<file path="src/dfc_pkg.sv">
`default_nettype none

package dfc_pkg;

   // width of frequency, step and tuning word values
   localparam int FREQ_W = 32;

   // reset values of state and registers
   localparam logic [FREQ_W-1:0] FREQ_RESET     = 32'd1000000;
   localparam logic [FREQ_W-1:0] STEP_HZ_RESET  = 32'd1000;
   localparam logic [FREQ_W-1:0] MAX_FREQ_RESET = 32'd40000000;

   // command codes
   typedef enum logic [2:0] {
      OP_SET     = 3'd0,
      OP_UP      = 3'd1,
      OP_DOWN    = 3'd2,
      OP_ENABLE  = 3'd3,
      OP_DISABLE = 3'd4
   } opcode_type;

   // configuration register indexes
   typedef enum logic [0:0] {
      CSR_STEP_HZ  = 1'b0,
      CSR_MAX_FREQ = 1'b1
   } csr_index_type;

   // command outcome handed from front to back
   typedef struct packed {
      logic [FREQ_W-1:0] freq;
      logic              enabled;
      logic              load;
      logic              rejected;
   } cmd_result_type;

endpackage

`default_nettype wire

</file>
<file path="src/dds_frequency_controller.sv">
// An accepted req beat goes into the queue, then through the pipeline registers to rsp.
// Throughput: one command per cycle while not stalled; the word comes from a 5-stage
// reciprocal multiply by 1/CLK_HZ with a one-step remainder correction.
// Stalls: the pipeline holds while an rsp beat waits with rsp_tready low; req_tready
// drops once the queue holds QUEUE_DEPTH beats. Reset (synchronous, active high):
// 1000000 Hz, output disabled, step_hz 1000, max_freq 40000000, queue and pipeline empty.
`default_nettype none

module dds_frequency_controller #(
   parameter logic [31:0] CLK_HZ      = 32'd125000000,
   parameter int          QUEUE_DEPTH = 4
) (
   input  wire logic        clock,
   input  wire logic        reset,
   // configuration writes
   input  wire logic        csr_we,
   input  wire logic [0:0]  csr_index,
   input  wire logic [31:0] csr_wdata,
   // command beats
   input  wire logic        req_tvalid,
   output logic             req_tready,
   input  wire logic [31:0] req_tdata,   // [31:0] freq_value
   input  wire logic [2:0]  req_tuser,   // [2:0] opcode
   // result beats
   output logic             rsp_tvalid,
   input  wire logic        rsp_tready,
   output logic [71:0]      rsp_tdata    // [31:0] current_freq, [32] output_enabled,
                                         // [33] load_valid, [65:34] phase_incr,
                                         // [66] rejected, [71:67] zero
);

   logic                          push_valid;
   logic                          push_ready;
   dfc_pkg::cmd_result_type       push_data;
   logic                          pop_valid;
   logic                          pop_ready;
   dfc_pkg::cmd_result_type       pop_data;
   dfc_pkg::cmd_result_type       rsp_info;
   logic [dfc_pkg::FREQ_W-1:0]    rsp_word;

   // command decode and frequency state
   dfc_front u_front (
      .clock          (clock),
      .reset          (reset),
      .csr_we         (csr_we),
      .csr_index      (csr_index),
      .csr_wdata      (csr_wdata),
      .req_tvalid     (req_tvalid),
      .req_tready     (req_tready),
      .req_opcode     (req_tuser),
      .req_freq_value (req_tdata),
      .push_valid     (push_valid),
      .push_ready     (push_ready),
      .push_data      (push_data)
   );

   // decoupling queue
   dfc_queue #(
      .DEPTH (QUEUE_DEPTH)
   ) u_queue (
      .clock      (clock),
      .reset      (reset),
      .push_valid (push_valid),
      .push_ready (push_ready),
      .push_data  (push_data),
      .pop_valid  (pop_valid),
      .pop_ready  (pop_ready),
      .pop_data   (pop_data)
   );

   // tuning word conversion
   dfc_back #(
      .CLK_HZ (CLK_HZ)
   ) u_back (
      .clock     (clock),
      .reset     (reset),
      .pop_valid (pop_valid),
      .pop_ready (pop_ready),
      .pop_data  (pop_data),
      .rsp_valid (rsp_tvalid),
      .rsp_ready (rsp_tready),
      .rsp_info  (rsp_info),
      .rsp_word  (rsp_word)
   );

   // result packing
   assign rsp_tdata = {5'b0, rsp_info.rejected, rsp_word, rsp_info.load,
                       rsp_info.enabled, rsp_info.freq};

endmodule

`default_nettype wire

</file>
<file path="src/dfc_front.sv">
`default_nettype none

module dfc_front (
   input  wire logic                          clock,
   input  wire logic                          reset,
   input  wire logic                          csr_we,
   input  wire logic [0:0]                    csr_index,
   input  wire logic [dfc_pkg::FREQ_W-1:0]    csr_wdata,
   input  wire logic                          req_tvalid,
   output logic                               req_tready,
   input  wire logic [2:0]                    req_opcode,
   input  wire logic [dfc_pkg::FREQ_W-1:0]    req_freq_value,
   output logic                               push_valid,
   input  wire logic                          push_ready,
   output dfc_pkg::cmd_result_type            push_data
);

   logic [dfc_pkg::FREQ_W-1:0] step_hz_ff, step_hz_in;
   logic [dfc_pkg::FREQ_W-1:0] max_freq_ff, max_freq_in;
   logic [dfc_pkg::FREQ_W-1:0] freq_ff, freq_in;
   logic                       enabled_ff, enabled_in;

   logic                       accept;
   logic [dfc_pkg::FREQ_W:0]   up_sum;
   logic [dfc_pkg::FREQ_W-1:0] up_freq;
   logic [dfc_pkg::FREQ_W-1:0] down_freq;
   logic [dfc_pkg::FREQ_W-1:0] next_freq;
   logic                       next_enabled;
   logic                       load;
   logic                       rejected;

   assign accept     = req_tvalid && push_ready;
   assign req_tready = push_ready;

   // saturating step arithmetic
   assign up_sum    = {1'b0, freq_ff} + {1'b0, step_hz_ff};
   assign up_freq   = (up_sum <= {1'b0, max_freq_ff}) ? up_sum[dfc_pkg::FREQ_W-1:0]
                                                      : max_freq_ff;
   assign down_freq = (freq_ff >= step_hz_ff) ? (freq_ff - step_hz_ff) : '0;

   // command decode
   always_comb begin
      next_freq    = freq_ff;
      next_enabled = enabled_ff;
      load         = 1'b0;
      rejected     = 1'b0;
      unique case (dfc_pkg::opcode_type'(req_opcode))
         dfc_pkg::OP_SET: begin
            if (req_freq_value <= max_freq_ff) begin
               next_freq = req_freq_value;
               load      = enabled_ff;
            end else begin
               rejected  = 1'b1;
            end
         end
         dfc_pkg::OP_UP: begin
            next_freq = up_freq;
            load      = enabled_ff;
         end
         dfc_pkg::OP_DOWN: begin
            next_freq = down_freq;
            load      = enabled_ff;
         end
         dfc_pkg::OP_ENABLE: begin
            next_enabled = 1'b1;
            load         = 1'b1;
         end
         dfc_pkg::OP_DISABLE: begin
            next_enabled = 1'b0;
            load         = 1'b1;
         end
         default: begin
            next_freq = freq_ff;
         end
      endcase
   end

   // outcome beat toward the queue
   assign push_valid         = req_tvalid;
   assign push_data.freq     = next_freq;
   assign push_data.enabled  = next_enabled;
   assign push_data.load     = load;
   assign push_data.rejected = rejected;

   // state and register next values
   always_comb begin
      freq_in     = accept ? next_freq : freq_ff;
      enabled_in  = accept ? next_enabled : enabled_ff;
      step_hz_in  = step_hz_ff;
      max_freq_in = max_freq_ff;
      if (csr_we) begin
         unique case (dfc_pkg::csr_index_type'(csr_index))
            dfc_pkg::CSR_STEP_HZ:  step_hz_in  = csr_wdata;
            dfc_pkg::CSR_MAX_FREQ: max_freq_in = csr_wdata;
            default:               step_hz_in  = step_hz_ff;
         endcase
      end
   end

   always_ff @(posedge clock) begin
      if (reset) begin
         freq_ff     <= dfc_pkg::FREQ_RESET;
         enabled_ff  <= 1'b0;
         step_hz_ff  <= dfc_pkg::STEP_HZ_RESET;
         max_freq_ff <= dfc_pkg::MAX_FREQ_RESET;
      end else begin
         freq_ff     <= freq_in;
         enabled_ff  <= enabled_in;
         step_hz_ff  <= step_hz_in;
         max_freq_ff <= max_freq_in;
      end
   end

endmodule

`default_nettype wire

</file>
<file path="src/dfc_queue.sv">
`default_nettype none

module dfc_queue #(
   parameter int DEPTH = 4
) (
   input  wire logic                     clock,
   input  wire logic                     reset,
   input  wire logic                     push_valid,
   output logic                          push_ready,
   input  wire dfc_pkg::cmd_result_type  push_data,
   output logic                          pop_valid,
   input  wire logic                     pop_ready,
   output dfc_pkg::cmd_result_type       pop_data
);

   localparam int PTR_W = $clog2(DEPTH);
   localparam int CNT_W = $clog2(DEPTH + 1);

   dfc_pkg::cmd_result_type entry_ff [DEPTH];
   logic [PTR_W-1:0] wr_ptr_ff, wr_ptr_in;
   logic [PTR_W-1:0] rd_ptr_ff, rd_ptr_in;
   logic [CNT_W-1:0] count_ff, count_in;
   logic             push;
   logic             pop;

   assign push_ready = (count_ff != CNT_W'(DEPTH));
   assign pop_valid  = (count_ff != '0);
   assign pop_data   = entry_ff[rd_ptr_ff];
   assign push       = push_valid && push_ready;
   assign pop        = pop_ready && pop_valid;

   // pointer and fill count updates
   always_comb begin
      wr_ptr_in = wr_ptr_ff;
      rd_ptr_in = rd_ptr_ff;
      count_in  = count_ff;
      if (push) begin
         wr_ptr_in = (wr_ptr_ff == PTR_W'(DEPTH - 1)) ? '0 : wr_ptr_ff + 1'b1;
      end
      if (pop) begin
         rd_ptr_in = (rd_ptr_ff == PTR_W'(DEPTH - 1)) ? '0 : rd_ptr_ff + 1'b1;
      end
      priority if (push && !pop) begin
         count_in = count_ff + 1'b1;
      end else if (pop && !push) begin
         count_in = count_ff - 1'b1;
      end else begin
         count_in = count_ff;
      end
   end

   always_ff @(posedge clock) begin
      if (reset) begin
         wr_ptr_ff <= '0;
         rd_ptr_ff <= '0;
         count_ff  <= '0;
      end else begin
         wr_ptr_ff <= wr_ptr_in;
         rd_ptr_ff <= rd_ptr_in;
         count_ff  <= count_in;
      end
   end

   // entry storage
   always_ff @(posedge clock) begin
      if (push) begin
         entry_ff[wr_ptr_ff] <= push_data;
      end
   end

endmodule

`default_nettype wire

</file>
<file path="src/dfc_back.sv">
`default_nettype none

module dfc_back #(
   parameter logic [31:0] CLK_HZ = 32'd125000000
) (
   input  wire logic                          clock,
   input  wire logic                          reset,
   input  wire logic                          pop_valid,
   output logic                               pop_ready,
   input  wire dfc_pkg::cmd_result_type       pop_data,
   output logic                               rsp_valid,
   input  wire logic                          rsp_ready,
   output dfc_pkg::cmd_result_type            rsp_info,
   output logic [dfc_pkg::FREQ_W-1:0]         rsp_word
);

   localparam int STAGES = 4;
   localparam int W      = dfc_pkg::FREQ_W;

   // floor((2^64 - 1) / CLK_HZ), in two 32-bit halves
   localparam logic [63:0]  RECIP    = 64'hFFFF_FFFF_FFFF_FFFF / {32'd0, CLK_HZ};
   localparam logic [W-1:0] RECIP_HI = RECIP[63:32];
   localparam logic [W-1:0] RECIP_LO = RECIP[31:0];

   logic                    valid_ff [STAGES+1];
   logic                    valid_in [STAGES+1];
   dfc_pkg::cmd_result_type info_ff  [STAGES+1];
   dfc_pkg::cmd_result_type info_in  [STAGES+1];
   logic                    sat_ff   [STAGES];
   logic                    sat_in   [STAGES];
   logic [1:0]              fbits_ff [1:STAGES-1];
   logic [1:0]              fbits_in [1:STAGES-1];

   logic [W-1:0]   freq_ff, freq_in;
   logic [W-1:0]   hi_part_ff, hi_part_in;
   logic [W-1:0]   lo_part_ff, lo_part_in;
   logic [W-1:0]   est_s2_ff, est_s2_in;
   logic [W-1:0]   est_s3_ff, est_s3_in;
   logic [W+1:0]   prod_s3_ff, prod_s3_in;
   logic [W-1:0]   word_ff, word_in;

   logic [W-1:0]   hi_prod;
   logic [2*W-1:0] lo_prod;
   logic [W+1:0]   clk_prod;
   logic [W+1:0]   rem;
   logic           round_up;
   logic           advance;
   logic           need_word;

   // whole pipeline moves unless the output beat is stalled
   assign advance   = !valid_ff[STAGES] || rsp_ready;
   assign pop_ready = advance;

   // 32 x 32 products: only the bits that reach the estimate are kept
   assign hi_prod  = freq_ff * RECIP_HI;
   assign lo_prod  = (2*W)'(freq_ff) * (2*W)'(RECIP_LO);
   assign clk_prod = (W+2)'(est_s2_ff) * (W+2)'(CLK_HZ);

   // remainder of freq * 2^32 after the estimate, exact in 34 bits
   assign rem      = {fbits_ff[STAGES-1], {W{1'b0}}} - prod_s3_ff;
   assign round_up = (rem >= {2'b00, CLK_HZ});

   // reciprocal estimate, back-multiply and one-step correction
   always_comb begin
      valid_in[0] = pop_valid;
      info_in[0]  = pop_data;
      sat_in[0]   = (pop_data.freq >= CLK_HZ);
      freq_in     = sat_in[0] ? '0 : pop_data.freq;
      for (int k = 1; k <= STAGES; k++) begin
         valid_in[k] = valid_ff[k-1];
         info_in[k]  = info_ff[k-1];
      end
      for (int k = 1; k < STAGES; k++) begin
         sat_in[k] = sat_ff[k-1];
      end
      hi_part_in  = hi_prod;
      lo_part_in  = lo_prod[2*W-1:W];
      fbits_in[1] = freq_ff[1:0];
      est_s2_in   = hi_part_ff + lo_part_ff;
      fbits_in[2] = fbits_ff[1];
      est_s3_in   = est_s2_ff;
      prod_s3_in  = clk_prod;
      fbits_in[3] = fbits_ff[2];
      word_in     = sat_ff[STAGES-1] ? '1 : (est_s3_ff + W'(round_up));
   end

   always_ff @(posedge clock) begin
      if (reset) begin
         for (int k = 0; k <= STAGES; k++) begin
            valid_ff[k] <= 1'b0;
         end
      end else if (advance) begin
         for (int k = 0; k <= STAGES; k++) begin
            valid_ff[k] <= valid_in[k];
         end
      end
   end

   always_ff @(posedge clock) begin
      if (advance) begin
         for (int k = 0; k <= STAGES; k++) begin
            info_ff[k] <= info_in[k];
         end
         for (int k = 0; k < STAGES; k++) begin
            sat_ff[k] <= sat_in[k];
         end
         for (int k = 1; k < STAGES; k++) begin
            fbits_ff[k] <= fbits_in[k];
         end
         freq_ff    <= freq_in;
         hi_part_ff <= hi_part_in;
         lo_part_ff <= lo_part_in;
         est_s2_ff  <= est_s2_in;
         est_s3_ff  <= est_s3_in;
         prod_s3_ff <= prod_s3_in;
         word_ff    <= word_in;
      end
   end

   // result beat: word only when a load to a running output
   assign need_word = info_ff[STAGES].load && info_ff[STAGES].enabled;
   assign rsp_valid = valid_ff[STAGES];
   assign rsp_info  = info_ff[STAGES];
   assign rsp_word  = need_word ? word_ff : '0;

endmodule

`default_nettype wire
</file>
<file path="config.mk">
export PLATFORM = sky130hd
export DESIGN_NAME = dds_frequency_controller
export DESIGN_NICKNAME = d
export VERILOG_FILES = /design/src/dfc_pkg.sv /design/src/dds_frequency_controller.sv /design/src/dfc_front.sv /design/src/dfc_queue.sv /design/src/dfc_back.sv
export SDC_FILE = /design/constraint.sdc
export NUM_CORES = 2
export LEC_CHECK = 0
export BUFFER_PORTS_ARGS = -buffer_cell sky130_fd_sc_hd__buf_2
export CAP_MARGIN = 5
export CORE_ASPECT_RATIO = 0.7
export CORE_MARGIN = 4
export CORE_UTILIZATION = 50
export DETAILED_ROUTE_END_ITERATION = 12
export PLACE_DENSITY = 0.79
export SLEW_MARGIN = 30
export SYNTH_ARGS = -nofsm -noshare
export SYNTH_HDL_FRONTEND = slang
export SYNTH_SLANG_ARGS = --single-unit
</file>
<file path="constraint.sdc">
create_clock -name clock -period 13.37 [get_ports clock]
set_input_delay 1.337 -clock clock [delete_from_list [all_inputs] [get_ports clock]]
set_output_delay 1.337 -clock clock [all_outputs]
set_load 0.02 [all_outputs]
</file>
==> metrics.md <==
| Metric | Value |
|---|---|
| DR vias/cell | `5.72` |
| Crit Reg-Reg Startpoint | `u_back.freq_ff[9]$_SDFFCE_PP0P_` |
| Hold Crit Start | `u_back.info_ff[0][1]$_DFFE_PP_` |
| # DRC | `0` |
| Crit path time final | `8390 ps` |
| Post-DP HPWL | `115000 microns` |
| Synthesis warning total | `0` |
| Slew @ Worst Pin | `983 ps` |
| CP top delay family | `adder cells` |
| Die width | `397 microns` |
| Post-Layout Inst Area | `57500 sq um` |
| Max-Cap Viols | `0` |
| Class of the worst hold path | `register to register` |
| Worst path slowest cell | `edfxtp_1` |
| Routed WL | `145000 microns` |
| Fmax | `119 MHz` |
| Reg area | `18500 sq um` |
| Die area | `112000 sq um` |
| Layout filler cell count | `8799` |
| Most area-hungry cell type in the Yosys netlist | `edfxtp_1` |
| Clk_skew | `64.2 ps` |
| Final Hold Fails | `0` |
| Fraction of layout instances using a drive strength above 1 | `7.36%` |
| Endpoints failing setup | `0` |
| IO Pins | `147` |
| Post_cts resized | `0` |
| Global-route wire length before repair | `219000 microns` |
| Netlist cell types | `87` |
| Total CTS buffers | `69` |
| Hold path endpoint | `u_back.info_ff[0][36]$_DFFE_PP_` |
| Vias in the first global route | `35.3k` |
| Skew-Pair Late Insertion Delay | `690 ps` |
| Worst path bufs/invs | `4` |
| Commonest non-fill, non-tap cell in the layout | `inv_1` |
| CP Launch Type | `register` |
| Setup bufs post-CTS | `0` |
| Worst Reg-to-Reg Cells | `23` |
| Top cell type's share of synthesized area | `30.8%` |
| Hold-fix buffers at CTS | `0` |
| P&R area growth vs syn | `8.32%` |
| Wire per inst | `22.9 microns` |
| Worst EP arrival | `8770 ps` |
| Tot GR Track Use | `26.1%` |
| Reg2Reg Setup Slack | `4980 ps` |
| RR Endpoint | `u_back.lo_part_ff[30]$_DFFE_PP_` |
| Ys flop type | `edfxtp_1` |
| Sink Count | `650` |
| CP Class | `register to register` |
| DRT antenna net count | `0` |
| Final setup TNS | `0 ps` |
| Setup crit end kind | `register` |
| Grt ovf | `0` |
| Slew Viols, Final | `0` |
| Finished Core Util | `54.9%` |
| CP most frequent cell | `fa_1` |
| Yosys reg bits | `650` |
| DR iter-0 viols | `4380` |
| Crit-path max FO | `13` |
| Outcome | `complete, no violations` |
| Cells after synthesis | `4728` |
| Worst EP required | `13750 ps` |
| Worst-path cell chain | `ha_1 > inv_1 > fa_1 > fa_1 > fa_1 > inv_1 > fa_1 > fa_1 > fa_1 > inv_1 > fa_1 > inv_1 > ha_1 > nand3_1 > nor3_1 > o2111ai_1 > a21oi_1 > a21oi_1 > o32a_1 > o31a_1 > a21oi_1 > nor4_1 > or3_1` |
| Pre-antenna DRT Iters | `6` |
| Largest stage delay, worst path | `730 ps` |
| Mapped cell area | `53100 sq um` |
| Synth area leaders | `edfxtp_1 (31%), fa_1 (19%), ha_1 (17%), inv_1 (6.0%), dfxtp_1 (4.0%)` |
| H-tree lvl count | `3` |
| CTS max path bufs | `3` |
| CTS tree | `yes` |
| Largest net degree at the start of global routing | `89` |
| Layout Nets | `6114` |
| Port bufs | `141` |
| Global placer's final weighted congestion | `1.02` |
| DIE HEIGHT | `281 microns` |
| Area of the multi-input gates | `30700 sq um` |
| Most frequent cells in the layout | `inv_1 (854), ha_1 (701), edfxtp_1 (544)` |
| Core area | `105000 sq um` |
| Cell Rows | `99` |
| EDFF count, synth | `544` |
| CTS clk-pin slew, worst paths | `70 ps` |
| Synth Area per Inst | `11.2 sq um` |
| Period utilization | `62.8%` |
| Worst rel slew slack | `34.5%` |
| Setup WS post-layout | `4980 ps` |
| Root Driver | `clkbuf_16` |
| Pre-CTS setup slack | `5120 ps` |
| Register area share after synthesis | `34.8%` |
| Ys async rst share | `0%` |
| Cell Area, Placed | `55200 sq um` |
| Initial antenna violation count | `17` |
| Starting Density | `50.7%` |
| Hold path cells | `0` |
| Routed vias | `36.2k` |
| RSZ-0062 raised after global routing | `no` |
-- through the flow --
step                hold WS (ps)  std cells
floorplan                    400       4737
global placement             401       6179
detailed placement           405       6181
CTS                          411       6307
global route                 417       6316
finish                       412       6320
-- per-layer routing --
layer / GRT usage (%) / part of all wire (%) / up-vias
li1: - / - / 16400
met1: 40.7 / 45 / 17900
met2: 33.5 / 39 / 1727
met3: 11.0 / 15 / 157
met4: 4.58 / 1.6 / 10
met5: 0 / 0.044 / -
-- flip-flops by register name, summed over array words and instances (netlist names), 2 cells and up, named ones only --
| name | flops |
|---|---|
| u_back.est_s2_ff | 32 |
| u_back.est_s3_ff | 32 |
| u_back.fbits_ff | 4 |
| u_back.freq_ff | 32 |
| u_back.hi_part_ff | 31 |
| u_back.info_ff | 175 |
| u_back.lo_part_ff | 31 |
| u_back.prod_s3_ff | 26 |
| u_back.sat_ff | 4 |
| u_back.valid_ff | 5 |
| u_back.word_ff | 32 |
| u_front.freq_ff | 32 |
| u_front.max_freq_ff | 32 |
| u_front.step_hz_ff | 32 |
| u_queue.count_ff | 3 |
| u_queue.entry_ff | 140 |
| u_queue.rd_ptr_ff | 2 |
| u_queue.wr_ptr_ff | 2 |
-- worst max-delay path by stage --
stage / from / end / depth (start not counted)
floorplan: rsp_tready / u_queue.count_ff[2]$_SDFFE_PP0P_ / 8
global placement: u_back.freq_ff[5]$_SDFFCE_PP0P_ / u_back.lo_part_ff[30]$_DFFE_PP_ / 23
detailed placement: u_back.freq_ff[5]$_SDFFCE_PP0P_ / u_back.lo_part_ff[30]$_DFFE_PP_ / 23
CTS: u_back.freq_ff[9]$_SDFFCE_PP0P_ / u_back.lo_part_ff[30]$_DFFE_PP_ / 23
global route: u_back.freq_ff[9]$_SDFFCE_PP0P_ / u_back.lo_part_ff[30]$_DFFE_PP_ / 23
finish: u_back.freq_ff[9]$_SDFFCE_PP0P_ / u_back.lo_part_ff[30]$_DFFE_PP_ / 23
-- logic make-up after synthesis --
family / count (synthesis) / synth area share [%]
buffers and inverters: 1006 / 7.45
adders and majority gates: 1202 / 35.4
and+or+nand+nor: 828 / 7.61
DFF: 650 / 34.8
other: 1 / 0.00706
muxes: 77 / 2.30
AOI/OAI and AO/OA: 762 / 9.12
xor gates and xnor gates: 202 / 3.33
-- cells in the mapped netlist (39+ instances only) --
library cell,count
a211oi_1,52
a21o_1,40
a21oi_1,261
and2_1,39
and3_1,66
buf_4,40
clkbuf_1,83
dfxtp_1,106
edfxtp_1,544
fa_1,501
ha_1,701
inv_1,854
nand2_1,235
nand2b_1,47
nand3_1,66
nor2_1,185
nor3_1,51
o21ai_0,109
o21ai_1,42
xnor2_1,153
xor2_1,49
-- worst register-to-register path: cells and delay by family (launching register included) --
kind,cells,cell delay [ps]
adders and majority gates,9,4420
AOI/OAI and AO/OA,6,1670
and+or+nand+nor,4,1000
DFF,1,730
buffers and inverters,4,260
-- layout make-up --
type / count / share of cell area (%)
Clock buffer: 86 / 3.24
Clock inverter: 40 / 0.742
Multi-Input combinational cell: 3081 / 53.5
Inverter: 860 / 5.61
Timing Repair Buffer: 177 / 1.73
Antenna cell: 12 / 0.0522
Sequential cell: 650 / 32.1
Tap cell: 1414 / 3.08
Power is left out: the tool's default activity adds up to more than one toggle a clock period on the data nets, which glitch-free logic cannot reach.
